--- config.mk ---
export PLATFORM = sky130hd
export DESIGN_NAME = approximate_substring_search_flat
export DESIGN_NICKNAME = d
export VERILOG_FILES = /design/src/hw/rtl/asc_pkg.sv /design/src/hw/rtl/asc_cmd_if.sv /design/src/hw/rtl/asc_res_if.sv /design/src/hw/rtl/asc_cell.sv /design/src/hw/rtl/approximate_substring_search.sv /design/src/flat_wrapper.sv
export SDC_FILE = /design/constraint.sdc
export NUM_CORES = 2
export LEC_CHECK = 0
export ABC_AREA = 0
export BUFFER_PORTS_ARGS = -buffer_cell sky130_fd_sc_hd__buf_2
export CAP_MARGIN = 20
export CORE_ASPECT_RATIO = 0.5
export CORE_MARGIN = 5
export CORE_UTILIZATION = 30
export DETAILED_ROUTE_END_ITERATION = 8
export GPL_TIMING_DRIVEN = 1
export PLACE_DENSITY = 0.41
export SYNTH_ARGS = -nofsm -noshare
export SYNTH_HDL_FRONTEND = slang
export SYNTH_SLANG_ARGS = --single-unit
--- constraint.sdc ---
create_clock -name i_clk -period 9.57 [get_ports i_clk]
set_input_delay 0.957 -clock i_clk [delete_from_list [all_inputs] [get_ports i_clk]]
set_output_delay 0.957 -clock i_clk [all_outputs]
set_load 0.05 [all_outputs]
--- src/hw/rtl/asc_pkg.sv ---
// ----------------------------------------------------------------------------
// asc_pkg: shared types and constants for the approximate substring search
// Holds the widths, command and register codes, the controller states, the
// structs that travel along the row of distance cells, and the case fold.
// ----------------------------------------------------------------------------
package asc_pkg;

    localparam int PATTERN_MAX = 64;
    // Wide enough to hold any distance up to and including PATTERN_MAX.
    localparam int DIST_W      = $clog2(PATTERN_MAX + 1);
    localparam int CHAR_W      = 8;
    localparam int POS_W       = 6;
    localparam int CMD_W       = 2;
    localparam int CFG_W       = 7;
    localparam int PROD_W      = 2 * CFG_W;
    localparam int PCT_MAX     = 100;

    typedef enum logic [CMD_W-1:0] {
        CMD_LOAD    = 2'd0,
        CMD_RESTART = 2'd1,
        CMD_TEXT    = 2'd2,
        CMD_NONE    = 2'd3
    } t_cmd;

    typedef enum logic {
        CFG_LENGTH  = 1'b0,
        CFG_PERCENT = 1'b1
    } t_cfg;

    typedef enum logic [1:0] {
        ST_IDLE,
        ST_SCAN,
        ST_HOLD
    } t_state;

    // Wavefront handed from one cell to the next.
    typedef struct packed {
        logic              tok;
        logic [DIST_W-1:0] left;
        logic [DIST_W-1:0] diag;
    } t_link;

    // Broadcast control seen by every cell.
    typedef struct packed {
        logic              restart;
        logic              load;
        logic [POS_W-1:0]  pos;
        logic [CHAR_W-1:0] pchar;
        logic [CHAR_W-1:0] text;
        logic [DIST_W-1:0] len;
    } t_cell_ctrl;

    function automatic logic [CHAR_W-1:0] fold_case(input logic [CHAR_W-1:0] c);
        logic [CHAR_W-1:0] r;
        r = c;
        if (c >= 8'h41 && c <= 8'h5A) begin
            r = c + 8'h20;
        end
        return r;
    endfunction

endpackage

--- src/hw/rtl/asc_cmd_if.sv ---
// ----------------------------------------------------------------------------
// asc_cmd_if: command channel
// Carries one command word: the command code, a pattern position and a byte.
// ----------------------------------------------------------------------------
interface asc_cmd_if import asc_pkg::*; ();
    logic              valid;
    logic              ready;
    logic [CMD_W-1:0]  command;
    logic [POS_W-1:0]  position;
    logic [CHAR_W-1:0] char_value;

    modport source (output valid, output command, output position, output char_value,
                    input ready);
    modport sink   (input valid, input command, input position, input char_value,
                    output ready);
endinterface

--- src/hw/rtl/asc_res_if.sv ---
// ----------------------------------------------------------------------------
// asc_res_if: result channel
// Carries one result word: hit flag, sticky found flag and end distance.
// ----------------------------------------------------------------------------
interface asc_res_if import asc_pkg::*; ();
    logic              valid;
    logic              ready;
    logic              match_here;
    logic              found;
    logic [DIST_W-1:0] end_distance;

    modport source (output valid, output match_here, output found, output end_distance,
                    input ready);
    modport sink   (input valid, input match_here, input found, input end_distance,
                    output ready);
endinterface

--- src/hw/rtl/asc_cell.sv ---
// ----------------------------------------------------------------------------
// asc_cell: one row of the edit-distance column
// Holds one pattern byte and one column entry. When the wavefront token
// arrives it computes the new entry and hands it on to the next cell.
// ----------------------------------------------------------------------------
module asc_cell import asc_pkg::*; (
    input  logic              i_clk,
    input  logic              i_rst_n,
    input  logic [DIST_W-1:0] i_index,
    input  t_cell_ctrl        i_ctrl,
    input  t_link             i_link,
    output t_link             o_link
);

    logic [CHAR_W-1:0] r_pchar;
    logic [DIST_W-1:0] r_dist;
    logic              r_tok;
    logic [DIST_W-1:0] r_left;
    logic [DIST_W-1:0] r_diag;

    logic              w_en;
    logic              w_act;
    logic [DIST_W-1:0] w_min;
    logic [DIST_W-1:0] w_val;

    // Cells beyond the pattern length keep their entries and swallow the token.
    assign w_en  = (i_index <= i_ctrl.len);
    assign w_act = i_link.tok && w_en;

    always_comb begin
        w_min = i_link.left;
        if (i_link.diag < w_min) begin
            w_min = i_link.diag;
        end
        if (r_dist < w_min) begin
            w_min = r_dist;
        end
        if (i_ctrl.text == r_pchar) begin
            w_val = i_link.diag;
        end else begin
            w_val = w_min + DIST_W'(1);
        end
    end

    always_ff @(posedge i_clk) begin
        if (!i_rst_n) begin
            r_dist <= i_index;
            r_tok  <= 1'b0;
        end else begin
            r_tok <= w_act;
            if (i_ctrl.restart) begin
                r_dist <= i_index;
            end else if (w_act) begin
                r_dist <= w_val;
            end
        end
    end

    always_ff @(posedge i_clk) begin
        r_left <= w_val;
        r_diag <= r_dist;
        if (i_ctrl.load && (DIST_W'(i_ctrl.pos) == i_index - DIST_W'(1))) begin
            r_pchar <= i_ctrl.pchar;
        end
    end

    assign o_link.tok  = r_tok;
    assign o_link.left = r_left;
    assign o_link.diag = r_diag;

endmodule

--- src/hw/rtl/approximate_substring_search.sv ---
// ----------------------------------------------------------------------------
// approximate_substring_search: streaming approximate pattern search
// Keeps a pattern of up to 64 bytes and an edit-distance column, and reports
// for every text byte whether an approximate occurrence ends there.
//
// Usage: configure pattern_length (index 0) and error_percent (index 1) on the
// write port while the block is idle. Send words on i_cmd: load a pattern byte
// at a position, restart the search, or feed a text byte. Every command word
// produces exactly one word on o_res. Byte compares fold ASCII upper case.
//
// Timing: a text byte runs as a token down the row of cells, one cell per
// cycle, and the block takes no new word until the result of that byte has
// been computed. Load, restart, unused codes and text with an empty pattern
// skip the row. The single output register lets a new command word be taken
// while the previous result still waits.
// Reset clears the column to the 0..j ramp, the found flag and both
// configuration registers; pattern bytes are undefined until loaded. When the
// receiver stalls, a finished result waits and no further word is taken.
// ----------------------------------------------------------------------------
module approximate_substring_search import asc_pkg::*; (
    input  logic              i_clk,
    input  logic              i_rst_n,
    input  logic              i_cfg_we,
    input  logic              i_cfg_idx,
    input  logic [CFG_W-1:0]  i_cfg_wdata,
    asc_cmd_if.sink           i_cmd,
    asc_res_if.source         o_res
);

    t_state            r_state, n_state;
    logic [DIST_W-1:0] r_cnt, n_cnt;
    logic [CHAR_W-1:0] r_text;
    logic              r_found, n_found;
    logic              r_pend_match, n_pend_match;
    logic              r_pend_found, n_pend_found;
    logic [DIST_W-1:0] r_pend_dist, n_pend_dist;
    logic              r_ov, n_ov;
    logic              r_o_match;
    logic              r_o_found;
    logic [DIST_W-1:0] r_o_dist;
    logic [CFG_W-1:0]  r_len;
    logic [CFG_W-1:0]  r_pct;
    logic [PROD_W-1:0] r_prod;

    logic              w_acc;
    t_cmd              w_cmd;
    logic [DIST_W-1:0] w_len;
    logic [CFG_W-1:0]  w_pct;
    logic              w_slot_free;
    logic [DIST_W-1:0] w_end;
    logic              w_hit;
    t_cell_ctrl        w_ctrl;
    t_link             w_link [0:PATTERN_MAX];
    logic [PATTERN_MAX:0] w_tok;

    assign w_acc       = i_cmd.valid && i_cmd.ready;
    assign w_cmd       = t_cmd'(i_cmd.command);
    assign i_cmd.ready = (r_state == ST_IDLE);
    assign w_slot_free = !r_ov || o_res.ready;

    assign w_len = (r_len > CFG_W'(PATTERN_MAX)) ? DIST_W'(PATTERN_MAX) : DIST_W'(r_len);
    assign w_pct = (r_pct > CFG_W'(PCT_MAX)) ? CFG_W'(PCT_MAX) : r_pct;

    // floor(prod / 100) >= dist is the same test as prod >= 100 * dist.
    assign w_end = w_link[w_len].left;
    assign w_hit = (PROD_W'(w_end) * PROD_W'(PCT_MAX)) <= r_prod;

    always_ff @(posedge i_clk) begin
        if (!i_rst_n) begin
            r_len <= '0;
            r_pct <= '0;
        end else if (i_cfg_we) begin
            unique case (t_cfg'(i_cfg_idx))
                CFG_LENGTH:  r_len <= i_cfg_wdata;
                CFG_PERCENT: r_pct <= i_cfg_wdata;
                default:     r_len <= r_len;
            endcase
        end
    end

    // The product settles well before any scan can finish.
    always_ff @(posedge i_clk) begin
        r_prod <= PROD_W'(w_pct) * PROD_W'(w_len);
    end

    always_comb begin
        w_ctrl.restart = w_acc && (w_cmd == CMD_RESTART);
        w_ctrl.load    = w_acc && (w_cmd == CMD_LOAD);
        w_ctrl.pos     = i_cmd.position;
        w_ctrl.pchar   = fold_case(i_cmd.char_value);
        w_ctrl.text    = r_text;
        w_ctrl.len     = w_len;
    end

    // Entry zero of the column is always zero.
    assign w_link[0].tok  = (r_state == ST_SCAN) && (r_cnt == '0);
    assign w_link[0].left = '0;
    assign w_link[0].diag = '0;
    assign w_tok[0]       = w_link[0].tok;

    for (genvar j = 1; j <= PATTERN_MAX; j++) begin : g_cell
        asc_cell u_cell (
            .i_clk   (i_clk),
            .i_rst_n (i_rst_n),
            .i_index (DIST_W'(j)),
            .i_ctrl  (w_ctrl),
            .i_link  (w_link[j-1]),
            .o_link  (w_link[j])
        );
        assign w_tok[j] = w_link[j].tok;
    end

    always_comb begin
        n_state      = r_state;
        n_cnt        = r_cnt;
        n_found      = r_found;
        n_pend_match = r_pend_match;
        n_pend_found = r_pend_found;
        n_pend_dist  = r_pend_dist;
        n_ov         = r_ov && !o_res.ready;
        unique case (r_state)
            ST_IDLE: begin
                if (w_acc) begin
                    n_pend_match = 1'b0;
                    n_pend_found = r_found;
                    n_pend_dist  = '0;
                    n_state      = ST_HOLD;
                    case (w_cmd)
                        CMD_RESTART: begin
                            n_found      = 1'b0;
                            n_pend_found = 1'b0;
                        end
                        CMD_TEXT: begin
                            if (w_len == '0) begin
                                n_found      = 1'b1;
                                n_pend_match = 1'b1;
                                n_pend_found = 1'b1;
                            end else begin
                                n_cnt   = '0;
                                n_state = ST_SCAN;
                            end
                        end
                        default: begin
                            n_found = r_found;
                        end
                    endcase
                end
            end
            ST_SCAN: begin
                n_cnt = r_cnt + DIST_W'(1);
                // The cell at the pattern length has just written its entry.
                if (r_cnt == w_len) begin
                    n_found      = r_found || w_hit;
                    n_pend_match = w_hit;
                    n_pend_found = r_found || w_hit;
                    n_pend_dist  = w_end;
                    n_state      = ST_HOLD;
                end
            end
            ST_HOLD: begin
                if (w_slot_free) begin
                    n_ov    = 1'b1;
                    n_state = ST_IDLE;
                end
            end
            default: begin
                n_state = ST_IDLE;
            end
        endcase
    end

    always_ff @(posedge i_clk) begin
        if (!i_rst_n) begin
            r_state <= ST_IDLE;
            r_cnt   <= '0;
            r_found <= 1'b0;
            r_ov    <= 1'b0;
        end else begin
            r_state <= n_state;
            r_cnt   <= n_cnt;
            r_found <= n_found;
            r_ov    <= n_ov;
        end
    end

    always_ff @(posedge i_clk) begin
        r_pend_match <= n_pend_match;
        r_pend_found <= n_pend_found;
        r_pend_dist  <= n_pend_dist;
        if (w_acc) begin
            r_text <= fold_case(i_cmd.char_value);
        end
        if (r_state == ST_HOLD && w_slot_free) begin
            r_o_match <= r_pend_match;
            r_o_found <= r_pend_found;
            r_o_dist  <= r_pend_dist;
        end
    end

    assign o_res.valid        = r_ov;
    assign o_res.match_here   = r_o_match;
    assign o_res.found        = r_o_found;
    assign o_res.end_distance = r_o_dist;

    // At most one wavefront travels down the row.
    a_one_token: assert property (@(posedge i_clk) disable iff (!i_rst_n)
        $onehot0(w_tok))
        else $error("more than one token in the cell row");

    // The scan counter never runs past the pattern length.
    a_cnt_bound: assert property (@(posedge i_clk) disable iff (!i_rst_n)
        (r_state == ST_SCAN) |-> (r_cnt <= w_len))
        else $error("scan counter passed the pattern length");

    // A reported hit always carries the sticky flag.
    a_hit_found: assert property (@(posedge i_clk) disable iff (!i_rst_n)
        (o_res.valid && o_res.match_here) |-> o_res.found)
        else $error("hit reported without found flag");

    // A restart clears the found flag.
    a_restart_clr: assert property (@(posedge i_clk) disable iff (!i_rst_n)
        (w_acc && w_cmd == CMD_RESTART) |=> !r_found)
        else $error("found flag survived a restart");

endmodule

--- src/flat_wrapper.sv ---
// flat-port wrapper written by rule: the top's interface ports become plain ports
module approximate_substring_search_flat import asc_pkg::*;
  (i_clk, i_rst_n, i_cfg_we, i_cfg_idx, i_cfg_wdata, i_cmd_valid, i_cmd_command, i_cmd_position, i_cmd_char_value, i_cmd_ready, o_res_valid, o_res_match_here, o_res_found, o_res_end_distance, o_res_ready);
  asc_cmd_if i_cmd_i ();
  asc_res_if o_res_i ();
  input  logic i_clk;
  input  logic i_rst_n;
  input  logic i_cfg_we;
  input  logic i_cfg_idx;
  input  logic [CFG_W-1:0] i_cfg_wdata;
  input wire logic [$bits(i_cmd_i.valid)-1:0] i_cmd_valid;
  input wire logic [$bits(i_cmd_i.command)-1:0] i_cmd_command;
  input wire logic [$bits(i_cmd_i.position)-1:0] i_cmd_position;
  input wire logic [$bits(i_cmd_i.char_value)-1:0] i_cmd_char_value;
  output wire logic [$bits(i_cmd_i.ready)-1:0] i_cmd_ready;
  output wire logic [$bits(o_res_i.valid)-1:0] o_res_valid;
  output wire logic [$bits(o_res_i.match_here)-1:0] o_res_match_here;
  output wire logic [$bits(o_res_i.found)-1:0] o_res_found;
  output wire logic [$bits(o_res_i.end_distance)-1:0] o_res_end_distance;
  input wire logic [$bits(o_res_i.ready)-1:0] o_res_ready;
  assign i_cmd_i.valid = i_cmd_valid;
  assign i_cmd_i.command = i_cmd_command;
  assign i_cmd_i.position = i_cmd_position;
  assign i_cmd_i.char_value = i_cmd_char_value;
  assign i_cmd_ready = i_cmd_i.ready;
  assign o_res_valid = o_res_i.valid;
  assign o_res_match_here = o_res_i.match_here;
  assign o_res_found = o_res_i.found;
  assign o_res_end_distance = o_res_i.end_distance;
  assign o_res_i.ready = o_res_ready;
  approximate_substring_search u_core (.i_clk(i_clk), .i_rst_n(i_rst_n), .i_cfg_we(i_cfg_we), .i_cfg_idx(i_cfg_idx), .i_cfg_wdata(i_cfg_wdata), .i_cmd(i_cmd_i), .o_res(o_res_i));
endmodule
==> summary.md <==
| Metric | Value |
|---|---|
| Seq cells post-synth | `between 1,500 and 2,000` |
| Final WL | `approximately 420,000 um` |
| Pins over their slew limit | `0` |
| Worst Hold Class | `in -> reg` |
| Ys Warns | `0` |
| CP Max Fanout | `31` |
| Die Width | `just under 900 um` |
| Crit-path leading delay family | `compound AO/OA/AOI/OAI gates` |
| Core ar. | `between 300,000 and 400,000 um2` |
| H-tree lvl count | `4` |
| Combinational share of power | `between 50 and 60%` |
| Fin util | `33.55%` |
| Crit path DAT | `9.06 ns` |
| Total track usage | `between 20 and 25%` |
| CTS root buf | `clkbuf_16` |
| Synth top cells by count | `1,421 x dfxtp_1, 1,198 x nand2_1, 1,117 x nor2_1, 882 x ha_1, 826 x a21oi_1` |
| First-pass GRT wire length | `approximately 620,000 um` |
| Power Dens Cells | `approximately 350 nW/um2` |
| Initial core utilization | `30.10%` |
| Crit path top cell by count | `a21oi_1` |
| Largest net degree at the start of global routing | `130` |
| Sequential share of power | `roughly 25%` |
| Layout Skew | `~0.14 ns` |
| Cell type of the slowest stage on the worst timing path | `a31oi_1` |
| Filler cells | `39,180` |
| Share of the synthesized area in the top cell type | `approximately 25%` |
| TritonCTS clock tree | `done` |
| Share of post-route cells with drive strength above 1 | `under 10%` |
| Critical Path End Type | `flop` |
| Post-route DRC violation count | `0` |
| Num CTS Buffers | `207` |
| Area growth, synth to finish | `11.46%` |
| Post-route ant nets | `0` |
| # rows | `160` |
| Synth area leaders | `dfxtp_1 25%, edfxtp_1 14%, ha_1 9.7%, xor2_1 5.6%, mux2i_1 4.1%` |
| Port bufs | `39` |
| CP required | `about 10 ns` |
| Largest area contributor in the netlist | `dfxtp_1` |
| DR vias/cell | `between 5 and 6` |
| Clock latency on the worst-skew pair | `just under 1 ns` |
| Worst-Margin Slew | `1.202 ns` |
| Cell Area, Synth | `about 110,000 um2` |
| Fmax | `around 120 MHz` |
| Critical path buffers and inverters | `4` |
| Wire per inst | `23.59 um` |
| Worst path max stage delay | `~0.95 ns` |
| Initial DRC count | `roughly 7,200` |
| Post-synthesis sequential area ratio | `39.02%` |
| Number of synthesized flops with an enable pin | `approximately 540` |
| Count of cell types in the netlist | `between 100 and 150` |
| Critical Path Source Type | `flop` |
| Count leader, synth | `dfxtp_1` |
| Tmin final | `slightly above 8 ns` |
| Post-CTS setup buffer count | `0` |
| Switching power total | `approximately 20,000 uW` |
| Clk pwr share | `approximately a fifth` |
| Post-synthesis instance total | `approximately 13,000` |
| VDD IR-drop max | `0.0001739 V` |
| Antenna violations before repair | `33` |
| Relative slew margins | `19.50%` |
| Via count | `92,720` |
| Status | `finished clean` |
| Power Internal | `between 20,000 and 25,000 uW` |
| Top FF cell, synth | `dfxtp_1` |
| Drt pass-1 iters | `6` |
| Die ar. | `just under 400,000 um2` |
| Lkg Pwr | `0.05284 uW` |
| Fin. Hold Viols | `0` |
| Ys async rst share | `0%` |
| Vias in the first global route | `90,460` |
| DP HPWL | `~320,000 um` |
| Syn avg cell area | `a little over 9 um2` |
| Die Ht | `roughly 450 um` |
| Overflow left after global routing | `0` |
| Setup Total Neg Slack | `0 ns` |
| Setup-failing EPs final | `0` |
| Fin crit share | `about 86%` |
| Clk slew on worst S/H paths | `0.07 ns` |
| # resized after CTS | `0` |
| Ports | `40` |
| Clock buffer depth | `4` |
| RSZ-0062 raised after global routing | `no` |
| CTS Hold Bufs | `0` |
| # nets final | `between 10,000 and 15,000` |
| Max Cap Viol | `0` |
| Sink Count | `1,959` |
| Kind of critical path | `reg -> reg` |
| Final RePlAce weighted congestion | `a little over 0.9` |
| Sw Ratio | `45.14%` |
-- kinds of logic after synthesis --
logic type | after synthesis | share of synthesized area (%)
AND/OR/NAND/NOR | 4080 | 16.60
AO/OA/AOI/OAI | 2773 | 16.19
flip-flops | 1959 | 39.02
buffers and inverters | 1162 | 4.094
XOR/XNOR | 1042 | 7.984
adder cells (fa/ha/maj) | 908 | 10.11
multiplexers | 640 | 5.995
other | 1 | 0.003281
-- final timing paths --
check / endpoint / start / slack (ns) / cells past startpoint
setup / recovery: u_core.r_found / u_core.r_len[0] / 1.34 / 30
hold / removal: u_core.g_cell[27].u_cell.r_pchar[2] / i_cmd_char_value[2] / 0.28 / 1
setup reg to reg: u_core.r_found / u_core.r_len[0] / 1.34 / 30
hold reg to reg: u_core.g_cell[57].u_cell.r_diag[0] / u_core.g_cell[57].u_cell.r_dist[0] / 0.35 / 0
-- power groups by stage --
stage,combinational (uW),clock (uW),sequential (uW)
after floorplan,18700,0,10300
after global placement,24600,0,11200
after detailed placement,24400,0,11200
after CTS,24600,8830,11000
after global routing,27500,9150,11100
final,24700,8590,11000
-- cell usage in the layout (no fill, tap or decap), types with 428 or more instances in the layout --
| cell | count |
|---|---|
| edfxtp_1 | 538 |
| dfxtp_1 | 1415 |
| inv_1 | 715 |
| nand3_1 | 484 |
| ha_1 | 882 |
| nand2_1 | 1195 |
| mux2i_1 | 466 |
| a21oi_1 | 824 |
| xor2_1 | 727 |
| o21ai_0 | 428 |
| nor2_1 | 1114 |
-- flip-flops by register name, summed over array words and instances (netlist names), 8 cells and up --
| signal | flops |
|---|---|
| u_core.r_text | 8 |
| u_core.g_cell.u_cell.r_tok | 63 |
| u_core.g_cell.u_cell.r_diag | 435 |
| u_core.g_cell.u_cell.r_dist | 442 |
| u_core.g_cell.u_cell.r_left | 442 |
| u_core.r_prod | 14 |
| u_core.g_cell.u_cell.r_pchar | 512 |
-- through the flow --
stage / instance area, um2 / setup WS, ns / instances / hold slack, ns / power (uW)
finish: 127400 / 1.335 / 17800 / 0.2792 / 44280
global route: 127400 / 0.8104 / 17790 / 0.2524 / 47670
CTS: 127300 / 1.458 / 17780 / 0.2300 / 44450
detailed placement: 120300 / 1.526 / 17410 / 0.3378 / 35600
global placement: 120300 / 1.364 / 17400 / 0.3367 / 35780
floorplan: 114300 / 3.796 / 12570 / 0.3301 / 28970
-- metal layers --
| metal | up-vias | GRT usage (%) | wire, um |
|---|---|---|---|
| li1 | 44880 | - | - |
| met5 | - | 0 | 89 |
| met3 | 512 | 3.110 | 19950 |
| met1 | 45340 | 29.27 | 203800 |
| met2 | 1982 | 32.90 | 185600 |
| met4 | 8 | 4.755 | 10400 |
-- cell type report --
| type | count | area (um2) | share of cell area [%] |
|---|---|---|---|
| Antenna cell | 11 | 27.53 | 0.02161 |
| Tap cell | 5103 | 6385 | 5.012 |
| Clock buffer | 274 | 5852 | 4.593 |
| Inverter | 722 | 2715 | 2.131 |
| Sequential cell | 1959 | 44620 | 35.02 |
| Multi-Input combinational cell | 9448 | 65190 | 51.17 |
| Timing Repair Buffer | 177 | 1420 | 1.115 |
| Clock inverter | 103 | 1192 | 0.9359 |
Power figures use the tool's default switching activity.
